[src/rtl/core/nds_pkg.sv]
`timescale 1ns / 1ps

package nds_pkg;

    // Sizing of the token matcher, the stream offsets and the nesting counter
    localparam int MAX_TOKEN_BYTES = 4;
    localparam int OFFSET_BITS     = 16;
    localparam int DEPTH_BITS      = 8;

    // Window holds the newest MAX_TOKEN_BYTES bytes, newest in the low byte
    localparam int WIN_BITS = 8 * MAX_TOKEN_BYTES;
    // Holds 0..MAX_TOKEN_BYTES (byte counts and effective token lengths)
    localparam int CNT_BITS = $clog2(MAX_TOKEN_BYTES + 1);

    localparam int TOKEN_BITS = 32;
    localparam int LEN_BITS   = 3;
    localparam int TAG_BITS   = 8;
    localparam int CFG_BITS   = 32;
    localparam int INDEX_BITS = 3;

    localparam logic [OFFSET_BITS-1:0] OFS_MAX   = '1;
    localparam logic [DEPTH_BITS-1:0]  DEPTH_MAX = '1;

    // Register indexes on the configuration port
    localparam logic [INDEX_BITS-1:0] REG_START_TOKEN  = 3'd0;
    localparam logic [INDEX_BITS-1:0] REG_START_LENGTH = 3'd1;
    localparam logic [INDEX_BITS-1:0] REG_END_TOKEN    = 3'd2;
    localparam logic [INDEX_BITS-1:0] REG_END_LENGTH   = 3'd3;
    localparam logic [INDEX_BITS-1:0] REG_REGION_TAG   = 3'd4;

    typedef enum logic [1:0] {
        KIND_PLAIN  = 2'd0,
        KIND_CLOSED = 2'd1,
        KIND_OPEN   = 2'd2
    } kind_t;

    typedef struct packed {
        logic [TOKEN_BITS-1:0] start_token;
        logic [LEN_BITS-1:0]   start_length;
        logic [TOKEN_BITS-1:0] end_token;
        logic [LEN_BITS-1:0]   end_length;
        logic [TAG_BITS-1:0]   region_tag;
    } cfg_t;

    typedef struct packed {
        kind_t                  kind;
        logic [TAG_BITS-1:0]    tag;
        logic [OFFSET_BITS-1:0] begin_offset;
        logic [OFFSET_BITS-1:0] seg_length;
        logic                   end_of_text;
    } result_t;

    // Length register as used: zero reads as one, too large as the maximum
    function automatic logic [CNT_BITS-1:0] eff_len(input logic [LEN_BITS-1:0] len);
        if (len == '0) begin
            return CNT_BITS'(1);
        end
        if (int'(len) > MAX_TOKEN_BYTES) begin
            return CNT_BITS'(MAX_TOKEN_BYTES);
        end
        return CNT_BITS'(len);
    endfunction

    // end_excl - beg, floored at zero and capped at the largest offset
    function automatic logic [OFFSET_BITS-1:0] clamp_len(
        input logic [OFFSET_BITS:0]   end_excl,
        input logic [OFFSET_BITS-1:0] beg
    );
        logic [OFFSET_BITS:0] diff;
        diff = end_excl - {1'b0, beg};
        if (end_excl <= {1'b0, beg}) begin
            return '0;
        end
        if (diff[OFFSET_BITS]) begin
            return OFS_MAX;
        end
        return diff[OFFSET_BITS-1:0];
    endfunction

endpackage

[src/rtl/core/nds_match.sv]
`timescale 1ns / 1ps

module nds_match
    import nds_pkg::*;
(
    input  logic [WIN_BITS-1:0]   window,
    input  logic [CNT_BITS-1:0]   count,
    input  logic [TOKEN_BITS-1:0] token,
    input  logic [CNT_BITS-1:0]   tok_len,
    output logic                  hit
);

    // Token byte i must sit tok_len-1-i bytes back from the newest byte
    always_comb
    begin
        logic [7:0]          tok_byte;
        logic [WIN_BITS-1:0] shifted;
        int                  back;
        hit = (count >= tok_len);
        for (int i = 0; i < MAX_TOKEN_BYTES; i++)
        begin
            tok_byte = 8'(token >> (8 * i));
            back     = int'(tok_len) - 1 - i;
            shifted  = window >> (8 * back);
            if (i < int'(tok_len) && tok_byte != shifted[7:0])
            begin
                hit = 1'b0;
            end
        end
    end

endmodule

[src/rtl/core/nds_seg.sv]
`timescale 1ns / 1ps

module nds_seg
    import nds_pkg::*;
(
    input  logic       clk,
    input  logic       rst_n,
    input  logic       fire,
    input  logic [7:0] text_byte,
    input  logic       is_last,
    input  cfg_t       cfg,
    output logic       emit,
    output result_t    result
);

    // previous bytes, newest in the low byte
    logic [WIN_BITS-9:0]    window_reg;
    logic [CNT_BITS-1:0]    since_tok_reg;
    logic [OFFSET_BITS-1:0] position_reg;
    logic [OFFSET_BITS-1:0] seg_start_reg;
    logic                   inside_reg;
    logic [DEPTH_BITS-1:0]  depth_reg;

    logic [WIN_BITS-1:0]    window_next;
    logic [CNT_BITS-1:0]    since_tok_next;
    logic [OFFSET_BITS-1:0] seg_start_next;
    logic                   inside_next;
    logic [DEPTH_BITS-1:0]  depth_next;

    logic [CNT_BITS-1:0]    count;
    logic [CNT_BITS-1:0]    start_eff;
    logic [CNT_BITS-1:0]    end_eff;
    logic [OFFSET_BITS:0]   after;
    logic [OFFSET_BITS-1:0] after_sat;
    logic                   hs;
    logic                   he;

    assign window_next = {window_reg, text_byte};
    assign count       = (int'(since_tok_reg) >= MAX_TOKEN_BYTES)
                         ? CNT_BITS'(MAX_TOKEN_BYTES)
                         : CNT_BITS'(since_tok_reg + 1'b1);
    assign start_eff   = eff_len(cfg.start_length);
    assign end_eff     = eff_len(cfg.end_length);
    assign after       = {1'b0, position_reg} + 1'b1;
    assign after_sat   = after[OFFSET_BITS] ? OFS_MAX : after[OFFSET_BITS-1:0];

    nds_match u_start_match (
        .window  (window_next),
        .count   (count),
        .token   (cfg.start_token),
        .tok_len (start_eff),
        .hit     (hs)
    );

    nds_match u_end_match (
        .window  (window_next),
        .count   (count),
        .token   (cfg.end_token),
        .tok_len (end_eff),
        .hit     (he)
    );

    always_comb
    begin
        emit                = 1'b0;
        result.kind         = KIND_PLAIN;
        result.tag          = '0;
        result.begin_offset = '0;
        result.seg_length   = '0;
        result.end_of_text  = is_last;
        inside_next         = inside_reg;
        depth_next          = depth_reg;
        seg_start_next      = seg_start_reg;
        since_tok_next      = count;

        if (!inside_reg)
        begin
            if (hs)
            begin
                result.seg_length = clamp_len(after - (OFFSET_BITS+1)'(start_eff),
                                              seg_start_reg);
                if (result.seg_length != '0)
                begin
                    emit                = 1'b1;
                    result.begin_offset = seg_start_reg;
                end
                inside_next    = 1'b1;
                depth_next     = '0;
                seg_start_next = after_sat;
                since_tok_next = '0;
            end
        end
        else if (depth_reg == '0 && he)
        begin
            result.seg_length = clamp_len(after - (OFFSET_BITS+1)'(end_eff), seg_start_reg);
            if (result.seg_length != '0)
            begin
                emit                = 1'b1;
                result.kind         = KIND_CLOSED;
                result.tag          = cfg.region_tag;
                result.begin_offset = seg_start_reg;
            end
            inside_next    = 1'b0;
            seg_start_next = after_sat;
            since_tok_next = '0;
        end
        else if (hs)
        begin
            if (depth_reg != DEPTH_MAX)
            begin
                depth_next = depth_reg + 1'b1;
            end
            since_tok_next = '0;
        end
        else if (he)
        begin
            depth_next     = depth_reg - 1'b1;
            since_tok_next = '0;
        end

        // flush whatever segment is still open on the final byte
        if (is_last && !emit)
        begin
            result.seg_length = clamp_len(after, seg_start_next);
            if (result.seg_length != '0)
            begin
                emit                = 1'b1;
                result.begin_offset = seg_start_next;
                if (inside_next)
                begin
                    result.kind = KIND_OPEN;
                    result.tag  = cfg.region_tag;
                end
            end
        end
    end

    always_ff @(posedge clk or negedge rst_n)
    begin
        if (!rst_n)
        begin
            window_reg    <= '0;
            since_tok_reg <= '0;
            position_reg  <= '0;
            seg_start_reg <= '0;
            inside_reg    <= 1'b0;
            depth_reg     <= '0;
        end
        else if (fire)
        begin
            if (is_last)
            begin
                window_reg    <= '0;
                since_tok_reg <= '0;
                position_reg  <= '0;
                seg_start_reg <= '0;
                inside_reg    <= 1'b0;
                depth_reg     <= '0;
            end
            else
            begin
                window_reg    <= window_next[WIN_BITS-9:0];
                since_tok_reg <= since_tok_next;
                position_reg  <= after_sat;
                seg_start_reg <= seg_start_next;
                inside_reg    <= inside_next;
                depth_reg     <= depth_next;
            end
        end
    end

endmodule

[src/rtl/core/nested_delimiter_segmenter.sv]
`timescale 1ns / 1ps
// A byte goes through one input register and one result register before its segment
//   (if any) is on the outputs; the token compare and counter update sit in one stage.
// Throughput: one byte per cycle while out_stall does not hold the result register.
// Reset (rst_n low, async): pipeline empty, stream state cleared, configuration
//   registers back to start '(' / end ')' with length 1 and region tag 1.
module nested_delimiter_segmenter
    import nds_pkg::*;
(
    input  logic                   clk,
    input  logic                   rst_n,
    // byte request channel
    input  logic                   in_valid,
    output logic                   in_stall,
    input  logic [7:0]             text_byte,
    input  logic                   is_last,
    // segment request channel
    output logic                   out_valid,
    input  logic                   out_stall,
    output logic [1:0]             segment_kind,
    output logic [TAG_BITS-1:0]    tag,
    output logic [OFFSET_BITS-1:0] begin_offset,
    output logic [OFFSET_BITS-1:0] seg_length,
    output logic                   end_of_text,
    // configuration writes
    input  logic                   cfg_wr_en,
    input  logic [INDEX_BITS-1:0]  cfg_index,
    input  logic [CFG_BITS-1:0]    cfg_data
);

    cfg_t       cfg_reg;

    // input register
    logic       s1_valid_reg;
    logic [7:0] s1_byte_reg;
    logic       s1_last_reg;

    // result register
    logic       out_valid_reg;
    result_t    out_reg;

    logic       in_accept;
    logic       out_free;
    logic       fire;
    logic       emit;
    result_t    result;

    // The result register frees up whenever it is empty or being taken this cycle;
    // the input register moves on only then, so the stall is just this one stage deep.
    assign out_free  = !out_valid_reg || !out_stall;
    assign fire      = s1_valid_reg && out_free;
    assign in_stall  = s1_valid_reg && !out_free;
    assign in_accept = in_valid && !in_stall;

    always_ff @(posedge clk or negedge rst_n)
    begin
        if (!rst_n)
        begin
            cfg_reg.start_token  <= TOKEN_BITS'(40);
            cfg_reg.start_length <= LEN_BITS'(1);
            cfg_reg.end_token    <= TOKEN_BITS'(41);
            cfg_reg.end_length   <= LEN_BITS'(1);
            cfg_reg.region_tag   <= TAG_BITS'(1);
        end
        else if (cfg_wr_en)
        begin
            unique case (cfg_index)
                REG_START_TOKEN:  cfg_reg.start_token  <= cfg_data[TOKEN_BITS-1:0];
                REG_START_LENGTH: cfg_reg.start_length <= cfg_data[LEN_BITS-1:0];
                REG_END_TOKEN:    cfg_reg.end_token    <= cfg_data[TOKEN_BITS-1:0];
                REG_END_LENGTH:   cfg_reg.end_length   <= cfg_data[LEN_BITS-1:0];
                REG_REGION_TAG:   cfg_reg.region_tag   <= cfg_data[TAG_BITS-1:0];
                default:          ; // unmapped index, write dropped
            endcase
        end
    end

    always_ff @(posedge clk or negedge rst_n)
    begin
        if (!rst_n)
        begin
            s1_valid_reg <= 1'b0;
        end
        else if (in_accept)
        begin
            s1_valid_reg <= 1'b1;
        end
        else if (fire)
        begin
            s1_valid_reg <= 1'b0;
        end
    end

    always_ff @(posedge clk)
    begin
        if (in_accept)
        begin
            s1_byte_reg <= text_byte;
            s1_last_reg <= is_last;
        end
    end

    nds_seg u_seg (
        .clk       (clk),
        .rst_n     (rst_n),
        .fire      (fire),
        .text_byte (s1_byte_reg),
        .is_last   (s1_last_reg),
        .cfg       (cfg_reg),
        .emit      (emit),
        .result    (result)
    );

    // bytes that produce no segment leave the result register free
    always_ff @(posedge clk or negedge rst_n)
    begin
        if (!rst_n)
        begin
            out_valid_reg <= 1'b0;
        end
        else if (fire)
        begin
            out_valid_reg <= emit;
        end
        else if (out_free)
        begin
            out_valid_reg <= 1'b0;
        end
    end

    always_ff @(posedge clk)
    begin
        if (fire && emit)
        begin
            out_reg <= result;
        end
    end

    assign out_valid    = out_valid_reg;
    assign segment_kind = out_reg.kind;
    assign tag          = out_reg.tag;
    assign begin_offset = out_reg.begin_offset;
    assign seg_length   = out_reg.seg_length;
    assign end_of_text  = out_reg.end_of_text;

endmodule

[config.mk]
export PLATFORM = sky130hd
export DESIGN_NAME = nested_delimiter_segmenter
export DESIGN_NICKNAME = d
export VERILOG_FILES = /design/src/rtl/core/nds_pkg.sv /design/src/rtl/core/nds_match.sv /design/src/rtl/core/nds_seg.sv /design/src/rtl/core/nested_delimiter_segmenter.sv
export SDC_FILE = /design/constraint.sdc
export NUM_CORES = 1
export LEC_CHECK = 0
export ABC_AREA = 1
export BUFFER_PORTS_ARGS = -buffer_cell sky130_fd_sc_hd__buf_2
export CORE_MARGIN = 3
export CORE_UTILIZATION = 50
export DETAILED_ROUTE_END_ITERATION = 16
export GPL_ROUTABILITY_DRIVEN = 0
export PLACE_DENSITY = 0.68
export RECOVER_POWER = 50
export SLEW_MARGIN = 10
export SYNTH_ARGS = -nofsm -noshare
export SYNTH_HDL_FRONTEND = slang
export SYNTH_SLANG_ARGS = --single-unit
[constraint.sdc]
create_clock -name clk -period 8.7 [get_ports clk]
set_input_delay 0.435 -clock clk [delete_from_list [all_inputs] [get_ports clk]]
set_output_delay 0.435 -clock clk [all_outputs]
set_load 0.02 [all_outputs]
==> results of run 1 <==
-- Yosys cell counts, types with 5 or more instances --
master / n
ha_1: 74
or2_2: 7
clkbuf_1: 41
nor2_2: 12
a21oi_1: 65
o211ai_1: 21
o21bai_1: 6
dfstp_2: 8
xor2_1: 65
a21o_1: 6
nand4_1: 55
o21ai_0: 173
nand2_2: 9
nand2_1: 616
fa_1: 5
edfxtp_1: 52
inv_1: 263
and2_1: 5
nor3_1: 11
buf_4: 6
buf_2: 15
o22ai_1: 48
inv_2: 14
nand3b_1: 25
nor4_1: 8
dfrtp_1: 140
xnor2_1: 18
nor2_1: 123
nand3_1: 174
o21ai_1: 18
o22ai_2: 17
-- power by group through the flow --
stage | Sequential (mW) | Clock (mW) | Combinational (mW)
after floorplan | 1.29 | 0 | 3.27
after global placement | 1.31 | 0 | 4.23
after detailed placement | 1.31 | 0 | 4.29
after CTS | 1.29 | 0.814 | 4.32
after global routing | 1.31 | 0.854 | 4.90
final | 1.30 | 0.800 | 4.40
-- critical path, delay by kind of cell (launching register included) --
kind                       cells  cell delay (ns)
adders and majority gates      3             0.95
buffers and inverters         10             1.57
DFF                            1             1.01
AOI/OAI and AO/OA              3             0.41
and+or+nand+nor               26             3.43
-- kinds of logic (layout without fill, tap and decap cells) --
family	count (synthesis)	in the layout	synth area share
adders and majority gates	79	79	0.0666
xor gates and xnor gates	87	87	0.0514
DFF	200	200	0.342
and+or+nand+nor	1061	1061	0.304
buffers and inverters	346	414	0.0889
AOI/OAI and AO/OA	380	380	0.147
-- what timing repair did --
| item | CTS | global route |
|---|---|---|
| setup buffers | 0 | 0 |
| resized for setup | 0 | 2 |
| setup endpoints to repair | 0 | 43 |
-- path summary, 6_finish.rpt --
check	from	to	slack, ns	cells after the start
min in group asynchronous	rst_n	cfg_reg[57]	1.76	1
max	cfg_reg[43]	tag[5]	0.91	42
max in group asynchronous	rst_n	u_seg.window_reg[4]	2.18	2
min	text_byte[0]	s1_byte_reg[0]	0.15	1
min reg2reg	cfg_reg[26]	cfg_reg[26]	0.50	2
max reg2reg	cfg_reg[43]	tag[5]	0.91	42
-- through the flow --
stage	total power, mW	setup WS (ns)
detailed placement	5.60	0.595
floorplan	4.57	2.18
global placement	5.54	0.834
global route	7.06	0.141
finish	6.49	0.910
CTS	6.42	0.573
-- layer usage --
metal	vias to the layer above	routed length (µm)	global-route usage	part of all wire
met5	-	0	0	0
met4	0	2500	0.138	0.053
met3	152	2920	0.0433	0.062
met2	593	22400	0.468	0.47
met1	6954	19600	0.365	0.41
li1	7255	-	-	-
-- cell usage in the layout (no fill, tap or decap), types with 4 or more instances in the layout --
cell / count
fa_1: 5
nand2_4: 4
nand3b_1: 25
nand4_1: 55
nand2_2: 10
xor2_1: 65
buf_2: 47
edfxtp_1: 52
o22ai_1: 48
dfrtp_1: 140
nor2_1: 123
or2_2: 7
nor2_2: 12
a21o_1: 6
inv_1: 261
o22ai_2: 17
buf_4: 8
a211oi_1: 4
nor3_1: 11
o21ai_0: 173
ha_1: 74
xor2_2: 4
o21ai_1: 18
dfstp_2: 7
clkbuf_1: 48
o21bai_1: 6
nor4_1: 8
clkbuf_16: 18
o211ai_1: 21
a21oi_1: 65
xnor2_1: 18
and2_1: 5
inv_2: 15
nand2_1: 615
nand3_1: 174
-- cell type report --
type	count	area (µm²)
Fill cell	2920	13400
Multi-Input combinational cell	1607	8770
Sequential cell	200	5280
Inverter	279	1050
Tap cell	390	488
Timing Repair Buffer	103	475
Clock buffer	18	450
Clock inverter	14	131
==> impl_metrics.prom, run 1 <==
# TYPE chip_impl_metric gauge
chip_impl_info{name="outcome",value="finished, violations left"} 1
chip_impl_info{name="violations",value="capacitance limit, slew limit"} 1
chip_impl_metric{name="dp_hpwl",unit="µm"} 36800
chip_impl_metric{name="clockPowerShare",unit=""} 0.123
chip_impl_metric{name="initial_antenna_violation_count",unit=""} 0
chip_impl_metric{name="numCtsBuffers",unit=""} 17
chip_impl_info{name="holdCritPathClass",value="in2reg"} 1
chip_impl_metric{name="yosys_warnings",unit=""} 0
chip_impl_info{name="tritoncts_clock_tree",value="yes"} 1
chip_impl_metric{name="clk_transition_reported_paths",unit="ns"} 0.08
chip_impl_metric{name="io_pins",unit=""} 94
chip_impl_metric{name="final_core_utilization",unit=""} 0.554
chip_impl_metric{name="mappedNetlistArea",unit="µm²"} 15400
chip_impl_metric{name="num-nets-final",unit=""} 2336
chip_impl_metric{name="cts_hold_buf",unit=""} 0
chip_impl_metric{name="die_height",unit="µm"} 182
chip_impl_metric{name="placementRows",unit=""} 63
chip_impl_metric{name="fin_skew",unit="ns"} 0.0118
chip_impl_metric{name="grt_util_all_layers",unit=""} 0.284
chip_impl_metric{name="postSynthAreaPerCell",unit="µm²"} 7.16
chip_impl_metric{name="total_leakage_power",unit="nW"} 8.20
chip_impl_metric{name="irDropWorstVdd",unit="mV"} 0.178
chip_impl_metric{name="drt-pass1-iter-count",unit=""} 6
chip_impl_metric{name="die_area",unit="µm²"} 33000
chip_impl_metric{name="initial_utilization",unit=""} 0.513
chip_impl_metric{name="maximum_fanout_encountered_on_the_critical_timing_path",unit=""} 43
chip_impl_metric{name="globalRouteOverflowTotal",unit=""} 0
chip_impl_metric{name="ys_seq_elements",unit=""} 200
chip_impl_info{name="end_kind",value="register"} 1
chip_impl_info{name="crit_top_cell",value="nand2_1"} 1
chip_impl_info{name="cts-root-buf",value="clkbuf_16"} 1
chip_impl_metric{name="placed_cells",unit=""} 2579
chip_impl_metric{name="fin_hold_ws",unit="ns"} 0.149
chip_impl_metric{name="detail_route.wl_per_cell",unit="µm"} 18.2
chip_impl_metric{name="total_net_switching_power",unit="mW"} 3.45
chip_impl_metric{name="tightestPinTransition",unit="ns"} 4.95
chip_impl_metric{name="detailroute.via_count",unit=""} 15000
chip_impl_metric{name="power.switching_fraction",unit=""} 0.532
chip_impl_metric{name="sequentialPowerShare",unit=""} 0.200
chip_impl_metric{name="combinationalPowerShare",unit=""} 0.677
chip_impl_info{name="synth_top_area_cells",value="dfrtp_1 23%, nand2_1 15%, edfxtp_1 10%"} 1
chip_impl_info{name="rsz0062_at_grt",value="no"} 1
chip_impl_metric{name="detailed_place.area",unit="µm²"} 16100
chip_impl_metric{name="layout.cell_area.non_filler",unit="µm²"} 16600
chip_impl_metric{name="finalCritPeriodShare",unit=""} 0.895
chip_impl_metric{name="number_of_enable_type_register_cells_in_the_synthesized_netlist",unit=""} 52
chip_impl_metric{name="grt_start_max_net_pins",unit=""} 92
chip_impl_info{name="worst_setup_path_start_kind",value="register"} 1
chip_impl_metric{name="finalWirelength",unit="µm"} 47400
chip_impl_metric{name="drt_iter0_drc",unit=""} 1494
chip_impl_metric{name="synthCells",unit=""} 2153
chip_impl_metric{name="number_of_diodes_added_for_antenna_fixing",unit=""} 0
chip_impl_metric{name="synth_top_cell_area_share",unit=""} 0.227
chip_impl_metric{name="chipWidth",unit="µm"} 182
chip_impl_info{name="worst-setup-path-type",value="reg2reg"} 1
chip_impl_metric{name="grt_pass1_wl",unit="µm"} 74600
chip_impl_metric{name="drtAntennaViolNets",unit=""} 0
chip_impl_metric{name="post_drt_via_cell_ratio",unit=""} 5.73
chip_impl_metric{name="ys_types",unit=""} 59
chip_impl_metric{name="clkLatencyLatePin",unit="ns"} 0.46
chip_impl_metric{name="cp.required",unit="ns"} 8.80
chip_impl_metric{name="hold_violations",unit=""} 0
chip_impl_info{name="yosys.area.top_type",value="dfrtp_1"} 1
chip_impl_metric{name="worst-endpoint-arrival",unit="ns"} 7.89
chip_impl_metric{name="synth_async_sr_flop_share",unit=""} 0.740
chip_impl_metric{name="final_max_slew_viol_count",unit=""} 281
chip_impl_metric{name="mappedNetlistNets",unit=""} 2281
chip_impl_metric{name="portbufs",unit=""} 93
chip_impl_metric{name="yosysSeqAreaShare",unit=""} 0.342
chip_impl_metric{name="cts_num_sinks",unit=""} 200
chip_impl_metric{name="post_route_cells_drive_above_1_share",unit=""} 0.0810
chip_impl_metric{name="largest_reg_flops",unit=""} 78
chip_impl_metric{name="first_global_vias",unit=""} 13900
chip_impl_info{name="synthFlopType",value="dfrtp_1"} 1
chip_impl_metric{name="area.growth.synth_to_final",unit="%"} 7.97
chip_impl_metric{name="setup_viol",unit=""} 0
chip_impl_metric{name="period_minus_slack",unit="ns"} 7.79
chip_impl_metric{name="cpPeakStageDelay",unit="ns"} 1.01
chip_impl_metric{name="power_density",unit="nW/µm²"} 390
chip_impl_metric{name="max-slew-margin-rel",unit=""} -2.30
chip_impl_metric{name="finalNonFillerCells",unit=""} 2611
chip_impl_info{name="worst_path_max_delay_cell",value="dfstp_1"} 1
chip_impl_metric{name="totalNegativeSetupSlack",unit="ns"} 0
chip_impl_metric{name="maxClockFrequency",unit="MHz"} 128
chip_impl_metric{name="cap_violations",unit=""} 4
chip_impl_metric{name="ctsLongestPathBuffers",unit=""} 2
chip_impl_metric{name="cts-htree-levels",unit=""} 4
chip_impl_metric{name="intPower",unit="mW"} 3.04
chip_impl_metric{name="post-route-drc-count",unit=""} 0
chip_impl_metric{name="core-area",unit="µm²"} 30000
Power figures use the tool's default switching activity.
==> inputs of run 2 (changes only) <==
--- a/config.mk
+++ b/config.mk
@@ -7,11 +7,12 @@
 export LEC_CHECK = 0
 export ABC_AREA = 1
 export BUFFER_PORTS_ARGS = -buffer_cell sky130_fd_sc_hd__buf_2
-export CORE_MARGIN = 3
+export CORE_MARGIN = 8
 export CORE_UTILIZATION = 50
 export DETAILED_ROUTE_END_ITERATION = 16
 export GPL_ROUTABILITY_DRIVEN = 0
-export PLACE_DENSITY = 0.68
+export MAX_ROUTING_LAYER = met4
+export PLACE_DENSITY_LB_ADDON = 0.05
 export RECOVER_POWER = 50
 export SLEW_MARGIN = 10
 export SYNTH_ARGS = -nofsm -noshare
==> impl_metrics.prom, run 2 (synthesis results as in run 1) <==
# TYPE chip_impl_metric gauge
chip_impl_info{name="worst_path_max_delay_cell",value="dfstp_2"} 1
chip_impl_metric{name="cts-htree-levels",unit=""} 4
chip_impl_metric{name="grt_util_all_layers",unit=""} 0.269
chip_impl_metric{name="drt_iter0_drc",unit=""} 1292
chip_impl_metric{name="cts-resized-gates",unit=""} 0
chip_impl_metric{name="ctsLongestPathBuffers",unit=""} 2
chip_impl_info{name="cts-root-buf",value="clkbuf_16"} 1
chip_impl_metric{name="setup_viol",unit=""} 0
chip_impl_info{name="end_kind",value="register"} 1
chip_impl_metric{name="grt_pass1_wl",unit="µm"} 74900
chip_impl_metric{name="initial_utilization",unit=""} 0.505
chip_impl_metric{name="io_pins",unit=""} 94
chip_impl_metric{name="power_density",unit="nW/µm²"} 391
chip_impl_metric{name="hold_violations",unit=""} 0
chip_impl_info{name="worst_setup_path_start_kind",value="register"} 1
chip_impl_metric{name="largest_reg_flops",unit=""} 78
chip_impl_metric{name="die_height",unit="µm"} 192
chip_impl_info{name="crit_top_cell",value="nand2_1"} 1
chip_impl_metric{name="globalRouteOverflowTotal",unit=""} 0
chip_impl_metric{name="first_global_vias",unit=""} 14100
chip_impl_metric{name="die_area",unit="µm²"} 36700
chip_impl_info{name="worst-setup-path-type",value="reg2reg"} 1
chip_impl_info{name="violations",value="capacitance limit, slew limit"} 1
chip_impl_metric{name="chipWidth",unit="µm"} 192
chip_impl_metric{name="portbufs",unit=""} 93
chip_impl_metric{name="core-area",unit="µm²"} 30500
chip_impl_metric{name="irDropWorstVdd",unit="mV"} 0.222
chip_impl_metric{name="finalWirelength",unit="µm"} 48000
chip_impl_metric{name="cts_num_sinks",unit=""} 200
chip_impl_metric{name="initial_antenna_violation_count",unit=""} 0
chip_impl_metric{name="drt-pass1-iter-count",unit=""} 8
chip_impl_metric{name="setup.reg_to_reg.worst_slack",unit="ns"} 1.12
chip_impl_metric{name="dp_hpwl",unit="µm"} 37200
chip_impl_metric{name="max-slew-margin-rel",unit=""} -2.12
chip_impl_metric{name="post_drt_via_cell_ratio",unit=""} 5.63
chip_impl_metric{name="post_route_cells_drive_above_1_share",unit=""} 0.0815
chip_impl_metric{name="clk_transition_reported_paths",unit="ns"} 0.08
chip_impl_metric{name="cap_violations",unit=""} 4
chip_impl_metric{name="tightestPinTransition",unit="ns"} 4.68
chip_impl_metric{name="total_leakage_power",unit="nW"} 8.20
chip_impl_info{name="rsz0062_at_grt",value="no"} 1
chip_impl_info{name="outcome",value="finished, violations left"} 1
chip_impl_metric{name="placed_cells",unit=""} 2585
chip_impl_metric{name="cp.required",unit="ns"} 8.86
chip_impl_metric{name="clkLatencyLatePin",unit="ns"} 0.47
chip_impl_metric{name="post-route-drc-count",unit=""} 0
chip_impl_metric{name="maximum_fanout_encountered_on_the_critical_timing_path",unit=""} 31
chip_impl_metric{name="placementRows",unit=""} 64
chip_impl_metric{name="final_max_slew_viol_count",unit=""} 281
chip_impl_metric{name="maxClockFrequency",unit="MHz"} 132
chip_impl_info{name="tritoncts_clock_tree",value="yes"} 1
chip_impl_metric{name="numCtsBuffers",unit=""} 17
chip_impl_metric{name="period_minus_slack",unit="ns"} 7.58
chip_impl_info{name="holdCritPathClass",value="in2reg"} 1
chip_impl_metric{name="drtAntennaViolNets",unit=""} 0
chip_impl_metric{name="cts_hold_buf",unit=""} 0
chip_impl_info{name="layout.cells.most_common_list",value="614 x nand2_1, 262 x inv_1, 174 x nand3_1"} 1
chip_impl_metric{name="fin_skew",unit="ns"} 0.0132
chip_impl_metric{name="totalNegativeSetupSlack",unit="ns"} 0
chip_impl_metric{name="number_of_diodes_added_for_antenna_fixing",unit=""} 0
chip_impl_metric{name="cts_setup_buffers",unit=""} 0
chip_impl_metric{name="detailroute.via_count",unit=""} 14700
chip_impl_metric{name="cpPeakStageDelay",unit="ns"} 0.73
chip_impl_metric{name="num-nets-final",unit=""} 2336
chip_impl_metric{name="finalCritPeriodShare",unit=""} 0.872
chip_impl_metric{name="detail_route.wl_per_cell",unit="µm"} 18.3
chip_impl_metric{name="grt_start_max_net_pins",unit=""} 86
chip_impl_metric{name="finalNonFillerCells",unit=""} 2617
chip_impl_info{name="mostFrequentLayoutCell",value="nand2_1"} 1
chip_impl_metric{name="area.growth.synth_to_final",unit="%"} 8.11
chip_impl_metric{name="worst-endpoint-arrival",unit="ns"} 7.75
[run 2: cell count changes in the layout (fill, tap and decap cells not counted), sizes merged]
cell,before,now
buf,55,56
inv,283,285
clkbuf,66,65
clkinv,9,7
[run 2: worst max-delay path, delay by kind of cell, from the launching register on]
| kind | cells | cell delay (ns) |
|---|---|---|
| compound gates | 3 | 0.44 |
| fa+ha+maj | 3 | 1.24 |
| buf+inv | 9 | 1.64 |
| flops | 1 | 0.73 |
| simple gates | 25 | 3.14 |
[run 2: report_power, final]
part / internal [mW] / leakage [nW] / switching (mW)
clock: 0.384 / 0.281 / 0.408
combinational: 1.49 / 5.50 / 2.92
sequential: 1.15 / 2.42 / 0.152
[run 2: layer usage]
metal,share of wire,GRT usage,routed length (µm)
met2,0.48,0.449,23300
met1,0.42,0.315,20000
met4,0.050,0.136,2400
met3,0.049,0.0365,2360
met5,0,-,0
[run 2: final timing paths]
path	from	to	cells after the start
min in group asynchronous	rst_n	cfg_reg[77]	1
worst min register to register	cfg_reg[0]	cfg_reg[0]	2
max in group asynchronous	rst_n	u_seg.window_reg[12]	2
worst max-delay path	cfg_reg[43]	begin_offset[7]	40
worst min-delay path	text_byte[4]	s1_byte_reg[4]	1
worst max register to register	cfg_reg[43]	begin_offset[7]	40
[run 2: cell type report]
type	instances	area, µm²
fillers	3059	13800
flip-flops and latches	200	5280
multi-input cells	1607	8770
clock buffers	18	429
well taps	396	495
inverters	279	1050
clock inverters	14	151
repair buffers	103	492
[run 2: through the flow]
step	hold WS, ns	setup WS, ns	instance area (µm²)	power [mW]	util
2_1_floorplan	0.139	2.18	15400	4.57	-
3_5_place_dp	0.487	0.909	16200	5.65	0.529
5_1_grt	0.124	0.181	16700	7.08	0.546
4_1_cts	0.0523	0.877	16700	6.47	0.548
3_3_place_gp	0.475	1.22	16200	5.62	0.529
6_report	0.149	1.12	16700	6.51	0.546
